File: src/xxhash32_stream_defines.svh
// Assertion macros used by the xxHash32 stream core.
`ifndef XXHASH32_STREAM_DEFINES_SVH
`define XXHASH32_STREAM_DEFINES_SVH

`ifndef SYNTHESIS
// Checked property, ignored while reset is asserted.
`define XXH_ASSERT(label, clk, rst_n, prop) \
    label: assert property (@(posedge clk) disable iff (!rst_n) prop) \
        else $error("xxh32 assertion failed");
// Checked property that also holds through reset.
`define XXH_ASSERT_NR(label, clk, prop) \
    label: assert property (@(posedge clk) prop) \
        else $error("xxh32 assertion failed");
`else
`define XXH_ASSERT(label, clk, rst_n, prop)
`define XXH_ASSERT_NR(label, clk, prop)
`endif

`endif

File: src/xxh32_pkg.sv
// Shared constants, types and helper functions of the xxHash32 stream block.
`timescale 1ns / 1ps

package xxh32_pkg;

    localparam int unsigned DATA_W = 32;
    localparam int unsigned ADDR_W = 3;

    localparam logic [0:0] REG_SEED = 1'b0;

    localparam logic [31:0] PRIME1 = 32'h9E37_79B1;
    localparam logic [31:0] PRIME2 = 32'h85EB_CA77;
    localparam logic [31:0] PRIME3 = 32'hC2B2_AE3D;
    localparam logic [31:0] PRIME4 = 32'h27D4_EB2F;
    localparam logic [31:0] PRIME5 = 32'h1656_67B1;

    typedef struct packed {
        logic [31:0] a;
        logic [31:0] b;
    } t_mul_req;

    // Rotate left by a constant amount in 1..31.
    function automatic logic [31:0] rotl(input logic [31:0] v, input int unsigned n);
        return (v << n) | (v >> (32 - n));
    endfunction

    // Starting value of a lane accumulator for the given seed.
    function automatic logic [31:0] lane_init(input logic [1:0] k, input logic [31:0] seed);
        logic [31:0] v;
        unique case (k)
            2'd0:    v = seed + PRIME1 + PRIME2;
            2'd1:    v = seed + PRIME2;
            2'd2:    v = seed;
            default: v = seed - PRIME1;
        endcase
        return v;
    endfunction

endpackage

File: src/xxh32_mul.sv
// Shared 32x32 multiplier with a registered low-half product.
`timescale 1ns / 1ps

module xxh32_mul (
    input  logic                i_clk,
    input  xxh32_pkg::t_mul_req i_req,
    output logic [31:0]         o_prod
);
    import xxh32_pkg::*;

    logic [31:0] low_prod;
    logic [31:0] r_prod;

    // Only the low half of the product is ever used by the hash.
    assign low_prod = i_req.a * i_req.b;

    always_ff @(posedge i_clk) begin
        r_prod <= low_prod;
    end

    assign o_prod = r_prod;

endmodule

File: src/xxh32_regs.sv
// APB-style configuration register file holding the hash seed.
`timescale 1ns / 1ps

module xxh32_regs (
    input  logic                          i_clk,
    input  logic                          i_rst_n,
    input  logic                          i_psel,
    input  logic                          i_penable,
    input  logic                          i_pwrite,
    input  logic [xxh32_pkg::ADDR_W-1:0]  i_paddr,
    input  logic [xxh32_pkg::DATA_W-1:0]  i_pwdata,
    output logic [xxh32_pkg::DATA_W-1:0]  o_prdata,
    output logic                          o_pready,
    output logic [31:0]                   o_seed
);
    import xxh32_pkg::*;

    logic [0:0]  reg_idx;
    logic        wr_en;
    logic [31:0] r_seed;

    assign reg_idx  = i_paddr[ADDR_W-1:2];
    assign o_pready = 1'b1;
    assign wr_en    = i_psel && i_penable && i_pwrite && o_pready;

    always_ff @(posedge i_clk) begin
        if (!i_rst_n) begin
            r_seed <= '0;
        end else if (wr_en && (reg_idx == REG_SEED)) begin
            r_seed <= i_pwdata;
        end
    end

    assign o_prdata = (reg_idx == REG_SEED) ? r_seed : '0;
    assign o_seed   = r_seed;

endmodule

File: src/xxh32_core.sv
// Sequencer, stripe buffer and lane state of the xxHash32 stream block.
`timescale 1ns / 1ps
`include "xxhash32_stream_defines.svh"

module xxh32_core (
    input  logic                i_clk,
    input  logic                i_rst_n,
    input  logic [31:0]         i_seed,
    input  logic                i_valid,
    output logic                o_ready,
    input  logic [7:0]          i_data_byte,
    input  logic                i_byte_present,
    input  logic                i_last,
    output logic                o_valid,
    input  logic                i_ready,
    output logic [31:0]         o_hash_value,
    output xxh32_pkg::t_mul_req o_mul_req,
    input  logic [31:0]         i_mul_prod
);
    import xxh32_pkg::*;

    typedef enum logic [3:0] {
        S_IDLE,
        S_FOLD_A,
        S_FOLD_B,
        S_FOLD_W,
        S_FIN_INIT,
        S_TAIL_A,
        S_TAIL_B,
        S_TAIL_W,
        S_AV_A,
        S_AV_B,
        S_AV_C,
        S_OUT
    } t_state;

    t_state      r_state;
    logic [3:0]  r_fill;
    logic [31:0] r_len;
    logic        r_seen;
    logic        r_last;
    logic [1:0]  r_lane;
    logic [3:0]  r_pos;
    logic        r_wmode;
    logic [31:0] r_h;
    logic [31:0] r_acc [4];
    logic [31:0] r_buf [4];
    logic        r_out_valid;
    logic [31:0] r_out;

    logic [4:0]  fill_inc;
    logic [4:0]  pos_nx;
    logic        accept;
    logic        wmode;
    logic [1:0]  word_idx;
    logic [31:0] word_rd;
    logic [7:0]  byte_rd;
    logic [31:0] acc_cur;
    logic [31:0] merge;
    logic [31:0] sum_t;
    logic [31:0] av_x;
    logic        out_free;

    assign o_ready  = (r_state == S_IDLE);
    assign accept   = i_valid && o_ready;
    assign fill_inc = {1'b0, r_fill} + 5'd1;
    assign pos_nx   = {1'b0, r_pos} + (r_wmode ? 5'd4 : 5'd1);
    assign wmode    = (({1'b0, r_pos} + 5'd4) <= {1'b0, r_fill});
    assign out_free = !r_out_valid || i_ready;

    // One read port on the stripe buffer: the lane word while folding, the tail word after.
    assign word_idx = ((r_state == S_FOLD_A) || (r_state == S_FOLD_B)) ? r_lane : r_pos[3:2];
    assign word_rd  = r_buf[word_idx];
    assign byte_rd  = word_rd[{r_pos[1:0], 3'b000} +: 8];

    assign acc_cur = r_seen ? r_acc[r_lane] : lane_init(r_lane, i_seed);
    assign merge   = rotl(r_acc[0], 1) + rotl(r_acc[1], 7)
                   + rotl(r_acc[2], 12) + rotl(r_acc[3], 18);
    assign sum_t   = ((r_state == S_FOLD_B) ? acc_cur : r_h) + i_mul_prod;
    assign av_x    = i_mul_prod ^ (i_mul_prod >> 13);

    // Operand selection for the shared multiplier.
    always_comb begin
        o_mul_req = '0;
        unique case (r_state)
            S_FOLD_A: begin
                o_mul_req.a = word_rd;
                o_mul_req.b = PRIME2;
            end
            S_FOLD_B: begin
                o_mul_req.a = rotl(sum_t, 13);
                o_mul_req.b = PRIME1;
            end
            S_TAIL_A: begin
                o_mul_req.a = wmode ? word_rd : {24'd0, byte_rd};
                o_mul_req.b = wmode ? PRIME3 : PRIME5;
            end
            S_TAIL_B: begin
                o_mul_req.a = r_wmode ? rotl(sum_t, 17) : rotl(sum_t, 11);
                o_mul_req.b = r_wmode ? PRIME4 : PRIME1;
            end
            S_AV_A: begin
                o_mul_req.a = r_h ^ (r_h >> 15);
                o_mul_req.b = PRIME2;
            end
            S_AV_B: begin
                o_mul_req.a = av_x;
                o_mul_req.b = PRIME3;
            end
            default: begin
                o_mul_req = '0;
            end
        endcase
    end

    always_ff @(posedge i_clk) begin
        if (!i_rst_n) begin
            r_state     <= S_IDLE;
            r_fill      <= '0;
            r_len       <= '0;
            r_seen      <= 1'b0;
            r_last      <= 1'b0;
            r_lane      <= '0;
            r_pos       <= '0;
            r_wmode     <= 1'b0;
            r_out_valid <= 1'b0;
        end else begin
            // In S_OUT the output register is reloaded below instead.
            if (r_out_valid && i_ready && (r_state != S_OUT)) begin
                r_out_valid <= 1'b0;
            end
            unique case (r_state)
                S_IDLE: begin
                    if (accept) begin
                        r_last <= i_last;
                        if (i_byte_present) begin
                            r_buf[r_fill[3:2]][{r_fill[1:0], 3'b000} +: 8] <= i_data_byte;
                            r_fill <= fill_inc[3:0];
                            r_len  <= r_len + 32'd1;
                        end
                        if (i_byte_present && fill_inc[4]) begin
                            r_lane  <= '0;
                            r_state <= S_FOLD_A;
                        end else if (i_last) begin
                            r_state <= S_FIN_INIT;
                        end
                    end
                end
                S_FOLD_A: begin
                    // The previous lane's product is still in the multiplier register.
                    if (r_lane != 2'd0) begin
                        r_acc[r_lane - 2'd1] <= i_mul_prod;
                    end
                    r_state <= S_FOLD_B;
                end
                S_FOLD_B: begin
                    if (r_lane == 2'd3) begin
                        r_state <= S_FOLD_W;
                    end else begin
                        r_lane  <= r_lane + 2'd1;
                        r_state <= S_FOLD_A;
                    end
                end
                S_FOLD_W: begin
                    r_acc[3] <= i_mul_prod;
                    r_seen   <= 1'b1;
                    r_state  <= r_last ? S_FIN_INIT : S_IDLE;
                end
                S_FIN_INIT: begin
                    r_h     <= (r_seen ? merge : (i_seed + PRIME5)) + r_len;
                    r_pos   <= '0;
                    r_state <= (r_fill != 4'd0) ? S_TAIL_A : S_AV_A;
                end
                S_TAIL_A: begin
                    r_wmode <= wmode;
                    r_state <= S_TAIL_B;
                end
                S_TAIL_B: begin
                    r_state <= S_TAIL_W;
                end
                S_TAIL_W: begin
                    r_h     <= i_mul_prod;
                    r_pos   <= pos_nx[3:0];
                    r_state <= (pos_nx < {1'b0, r_fill}) ? S_TAIL_A : S_AV_A;
                end
                S_AV_A: begin
                    r_state <= S_AV_B;
                end
                S_AV_B: begin
                    r_state <= S_AV_C;
                end
                S_AV_C: begin
                    r_h     <= i_mul_prod ^ (i_mul_prod >> 16);
                    r_state <= S_OUT;
                end
                S_OUT: begin
                    if (out_free) begin
                        r_out       <= r_h;
                        r_out_valid <= 1'b1;
                        r_fill      <= '0;
                        r_len       <= '0;
                        r_seen      <= 1'b0;
                        r_state     <= S_IDLE;
                    end
                end
                default: begin
                    r_state <= S_IDLE;
                end
            endcase
        end
    end

    assign o_valid      = r_out_valid;
    assign o_hash_value = r_out;

    `XXH_ASSERT(a_fold_after_wrap, i_clk, i_rst_n, (r_state == S_FOLD_A) |-> (r_fill == 4'd0))
    `XXH_ASSERT(a_tail_in_range, i_clk, i_rst_n, (r_state == S_TAIL_A) |-> (r_pos < r_fill))
    `XXH_ASSERT(a_out_from_seq, i_clk, i_rst_n, $rose(r_out_valid) |-> ($past(r_state) == S_OUT))
    `XXH_ASSERT_NR(a_reset_idle, i_clk, (!i_rst_n) |=> ((r_state == S_IDLE) && !r_out_valid))

endmodule

File: src/xxhash32_stream.sv
// Top level of the streaming xxHash32 block: register port, sequencer and shared multiplier.
//
// Usage: a message is sent as a series of requests on the input channel (i_valid/o_ready),
// one byte per request in i_data_byte when i_byte_present is high. A request with
// i_byte_present low carries no byte; with i_last it ends the message, which is how an empty message is sent.
// The request with i_last high ends the message, and one request on the output channel
// (o_valid/i_ready) later carries the 32-bit hash in o_hash_value. The seed is written
// through the APB-style port at byte address 0 while the block is idle.
// Sequence: a byte that does not complete a 16-byte stripe goes straight into the buffer.
// The byte that completes a stripe starts a fold: the four lane rounds run two multiplies
// each on the one shared multiplier, one step per multiply, and a write-back step follows.
// Finishing a message runs an init step, then the two multiplies and a write-back step
// per tail word and per tail byte, then the avalanche and an output step before the hash
// is offered. The input channel is not ready while a stripe folds or a message finishes.
// Reset (synchronous, active low) clears the seed, the byte count and the output valid.
// If the receiver stalls, the finished hash waits in the output register; the block keeps
// taking requests until the next message needs that register, and then holds there.
`timescale 1ns / 1ps

module xxhash32_stream (
    input  logic                          i_clk,
    input  logic                          i_rst_n,
    input  logic                          i_psel,
    input  logic                          i_penable,
    input  logic                          i_pwrite,
    input  logic [xxh32_pkg::ADDR_W-1:0]  i_paddr,
    input  logic [xxh32_pkg::DATA_W-1:0]  i_pwdata,
    output logic [xxh32_pkg::DATA_W-1:0]  o_prdata,
    output logic                          o_pready,
    input  logic                          i_valid,
    output logic                          o_ready,
    input  logic [7:0]                    i_data_byte,
    input  logic                          i_byte_present,
    input  logic                          i_last,
    output logic                          o_valid,
    input  logic                          i_ready,
    output logic [31:0]                   o_hash_value
);
    import xxh32_pkg::*;

    logic [31:0] seed;
    t_mul_req    mul_req;
    logic [31:0] mul_prod;

    // Configuration registers; the seed is used by the first stripe fold, or by a message with no stripe.
    xxh32_regs u_regs (
        .i_clk     (i_clk),
        .i_rst_n   (i_rst_n),
        .i_psel    (i_psel),
        .i_penable (i_penable),
        .i_pwrite  (i_pwrite),
        .i_paddr   (i_paddr),
        .i_pwdata  (i_pwdata),
        .o_prdata  (o_prdata),
        .o_pready  (o_pready),
        .o_seed    (seed)
    );

    // Sequencer with the stripe buffer, lane accumulators and output register.
    xxh32_core u_core (
        .i_clk          (i_clk),
        .i_rst_n        (i_rst_n),
        .i_seed         (seed),
        .i_valid        (i_valid),
        .o_ready        (o_ready),
        .i_data_byte    (i_data_byte),
        .i_byte_present (i_byte_present),
        .i_last         (i_last),
        .o_valid        (o_valid),
        .i_ready        (i_ready),
        .o_hash_value   (o_hash_value),
        .o_mul_req      (mul_req),
        .i_mul_prod     (mul_prod)
    );

    // The single multiplier shared by lane rounds, tail folding and the avalanche.
    xxh32_mul u_mul (
        .i_clk  (i_clk),
        .i_req  (mul_req),
        .o_prod (mul_prod)
    );

endmodule

File: config.mk
export PLATFORM = sky130hd
export DESIGN_NAME = xxhash32_stream
export DESIGN_NICKNAME = d
export VERILOG_FILES = /design/src/xxh32_pkg.sv /design/src/xxh32_mul.sv /design/src/xxh32_regs.sv /design/src/xxh32_core.sv /design/src/xxhash32_stream.sv
export VERILOG_INCLUDE_DIRS = /design/src /design/src/src
export SDC_FILE = /design/constraint.sdc
export NUM_CORES = 2
export LEC_CHECK = 0
export BUFFER_PORTS_ARGS = -buffer_cell sky130_fd_sc_hd__buf_4
export CAP_MARGIN = 20
export CORE_MARGIN = 3
export CORE_UTILIZATION = 40
export CTS_CLUSTER_DIAMETER = 100
export DETAILED_ROUTE_END_ITERATION = 10
export GPL_TIMING_DRIVEN = 0
export SLEW_MARGIN = 20
export SYNTH_ARGS = -nofsm -noshare
export SYNTH_HDL_FRONTEND = slang
export SYNTH_SLANG_ARGS = --single-unit
File: constraint.sdc
create_clock -name i_clk -period 37.8 [get_ports i_clk]
set_input_delay 11.34 -clock i_clk [delete_from_list [all_inputs] [get_ports i_clk]]
set_output_delay 11.34 -clock i_clk [all_outputs]
set_load 0.02 [all_outputs]
==> results_dict.tcl <==
set metrics [dict create \
    outcome "complete, no violations" \
    required_ns 26.46 \
    layout.area.seq_sq_um 11900 \
    peakVddDrop_mv 0.0376 \
    antenna_found_initial 10 \
    reg2reg_depth 55 \
    totalWireLength_microns 173000 \
    io_pins 119 \
    period_share 0.621 \
    area_growth_pct 10.7 \
    yosysWarnings 0 \
    drive_above_1_share 0.0799 \
    rsz0062_at_grt "no" \
    die_x_microns 332 \
    track_usage 0.308 \
    fmax_mhz 42.6 \
    route.detailed.drc 0 \
    vias 34884 \
    postSynthAreaPerCell_sq_um 9.96 \
    vias_per_cell 5.91 \
    ant_nets 0 \
    cts_num_sinks 436 \
    portBuffers 115 \
    wl_per_cell_microns 29.3 \
    num_rows 119 \
    worst_setup_path_start_kind "input port" \
    async_flop_share 0 \
    clkSlewWorstSetupHoldPaths_ns 0.06 \
    drv_slew 0 \
    reg2reg_to "u_mul.o_prod[31]$_DFF_P_" \
    p_per_area_nw_per_um2 43.4 \
    fin_nets 5240 \
    cts_buffer_depth 3 \
    multi_input_area_sq_um 27800 \
    initial_core_util 0.404 \
    max_slew_margin 0.124 \
    crit_start "i_paddr[2]" \
    worst_pin_slew_ns 1.30 \
    synth.yosys.seq_area_share 0.280 \
    hpwlAfterDp_microns 142000 \
    firstDrtPassIters 6 \
    worstSkewPairLatency_ns 0.63 \
    fin_tns_setup_ns 0 \
    tritoncts "done" \
    grt_pass1_wl_microns 246000 \
    synthesis.area_sq_um 42600 \
    drt_iter0_markers 4329 \
    cp.arrival_ns 12.15 \
    die_h_microns 332 \
    fillCellCount 10149 \
    grt_overflow 0 \
    final-hold-violation-count 0 \
    syn_inst 4280 \
    path_class "in -> out" \
    cts_max_level 2 \
    grt_pass1_vias 34270 \
    holdBufCountCts 0 \
    placed_cell_area_sq_um 45500 \
    gp_congestion 1.04 \
    reg2reg_from "u_core.r_lane[1]$_SDFFE_PN0P_" \
    leakagePower_nw 19.6 \
    setup_viol 0 \
    cts_repair_resize_count 0 \
    maxCapViolations 0 \
    synth.distinct_cells 100 \
    hold_class "reg -> reg" \
    reg2reg_slack_ns 19.98 \
    dieArea_sq_um 111000 \
    finalInstanceArea_sq_um 47200 \
    cp-end-kind "primary output" \
    post-cts-setup-buffers 0 \
    path_max_fanout 10 \
    grt_max_degree 24 \
    ys_ff_latch 436 \
    crit_end "o_prdata[16]" \
    core-area_sq_um 106000 \
    synth_top_flop_cell "edfxtp_1" \
    fin_skew_ns 0.0250 \
    synth_edf_count 320 \
    clockRootBuffer "clkbuf_16" \
    cts_buffers 48 \
    min_period_ns 23.49 \
    syn_nets 5053 \
]
how the worst min path moves through the flow:
stage,from,to,slack [ns],cells past startpoint
floorplan,u_core.r_last$_SDFFE_PN0P_,u_core.r_last$_SDFFE_PN0P_,0.44,2
global placement,u_core.r_len[29]$_SDFFE_PN0P_,u_core.r_len[29]$_SDFFE_PN0P_,0.52,2
detailed placement,u_core.r_last$_SDFFE_PN0P_,u_core.r_last$_SDFFE_PN0P_,0.53,2
CTS,u_core.r_last$_SDFFE_PN0P_,u_core.r_last$_SDFFE_PN0P_,0.54,2
global route,u_core.r_last$_SDFFE_PN0P_,u_core.r_last$_SDFFE_PN0P_,0.55,2
finish,u_core.r_last$_SDFFE_PN0P_,u_core.r_last$_SDFFE_PN0P_,0.53,2
cells in the final DEF (no fill, tap or decap), types with 39 or more instances in the layout:
cell type  instances
nand2_1          374
xor2_1            85
o21ai_0          161
a21o_1            48
dfxtp_1          116
mux4_2            67
clkbuf_16         48
a211oi_1          40
nor2b_1           48
edfxtp_1         320
xnor2_1          173
ha_1             248
nor3_1            40
o21bai_1          39
inv_1            588
fa_1             473
buf_4            132
a21oi_1          213
nand3_1           64
clkbuf_1         171
nor2_1           355
and2_1            57
a21boi_0          45
critical path, stage by stage:
cell and delay [ns]:
buf_4 0.12, clkbuf_1 0.40, nor2b_1 0.12, buf_4 0.18
power by group:
group	switching (mW)	total, mW	leakage [nW]	internal (mW)
clock	0.207	0.487	0.778	0.280
combinational	0.594	0.921	15.0	0.328
sequential	0.0895	0.640	3.87	0.551
total	0.890	2.05	19.6	1.16
kinds of logic after synthesis:
family / Yosys count / synth area share
compound gates: 864 / 0.137
fa+ha+maj: 721 / 0.295
buf+inv: 786 / 0.0708
mux: 90 / 0.0414
other cells: 1 / 0.0000880
simple gates: 1117 / 0.120
xor+xnor: 265 / 0.0563
flops: 436 / 0.280
cell type report:
type | count | area share
plain buffers | 194 | 0.0169
inverters | 592 | 0.0471
well taps | 1391 | 0.0369
multi-input cells | 3058 | 0.589
diodes | 4 | 0.000212
flip-flops and latches | 436 | 0.253
clock buffers | 63 | 0.0269
repair buffers | 137 | 0.0231
clock inverters | 26 | 0.00703
registers in the layout, indices dropped and copies added (netlist names), named ones only:
name and cells:
u_core.r_seen 1, u_core.r_pos 4, u_core.r_len 32, u_core.r_lane 2
u_core.o_hash_value 32, u_core.r_wmode 1, u_core.r_h 32, u_core.r_acc 128
u_core.o_valid 1, u_core.r_buf 128, u_core.r_last 1, u_core.r_state 4
u_mul.o_prod 32, u_core.r_fill 4, u_regs.o_seed 32
cell usage after synthesis (14+ instances only):
cell,instances,share of area
a211o_1,14,0.0029
a211oi_1,40,0.0070
a21boi_0,46,0.0081
a21o_1,48,0.0085
a21oi_1,214,0.025
a221o_1,19,0.0045
a221oi_1,19,0.0039
a22o_1,16,0.0033
a22oi_1,18,0.0032
a31oi_1,29,0.0043
and2_1,58,0.0085
and3_1,29,0.0043
buf_1,21,0.0018
clkbuf_1,157,0.014
dfxtp_1,116,0.054
edfxtp_1,320,0.23
fa_1,473,0.22
ha_1,248,0.073
inv_1,588,0.052
mux2i_1,16,0.0038
mux4_2,67,0.035
nand2_1,374,0.033
nand2b_1,25,0.0037
nand3_1,64,0.0075
nand4_1,20,0.0029
nor2_1,359,0.032
nor2b_1,48,0.0070
nor3_1,49,0.0058
nor3b_1,14,0.0025
o211ai_1,16,0.0028
o21a_1,30,0.0053
o21ai_0,163,0.019
o21bai_1,39,0.0069
o22ai_1,22,0.0032
o31ai_1,14,0.0025
or2_2,16,0.0023
or3_1,20,0.0029
xnor2_1,173,0.036
xor2_1,85,0.017
routing by layer:
metal,share of wire,up-vias,routed length (microns),global-route usage
met3,0.12,382,21200,0.0978
met5,0.00020,-,34,0
met2,0.42,2037,73100,0.451
met1,0.41,17495,71000,0.427
li1,-,14964,-,-
met4,0.042,6,7240,0.113
through the flow:
| step | power, mW | utilization | hold slack (ns) | setup WS, ns | std cells |
|---|---|---|---|---|---|
| 4_1_cts | 2.03 | 0.447 | 0.536 | 14.34 | 5897 |
| 3_5_place_dp | 1.54 | 0.431 | 0.528 | 14.35 | 5808 |
| 3_3_place_gp | 1.54 | 0.428 | 0.519 | 14.35 | 5786 |
| 6_report | 2.05 | 0.447 | 0.530 | 14.31 | 5901 |
| 5_1_grt | 2.16 | 0.447 | 0.548 | 14.23 | 5897 |
| 2_1_floorplan | 1.19 | - | 0.439 | 14.61 | 4280 |
No activity file was read; power rests on OpenSTA's default activity.
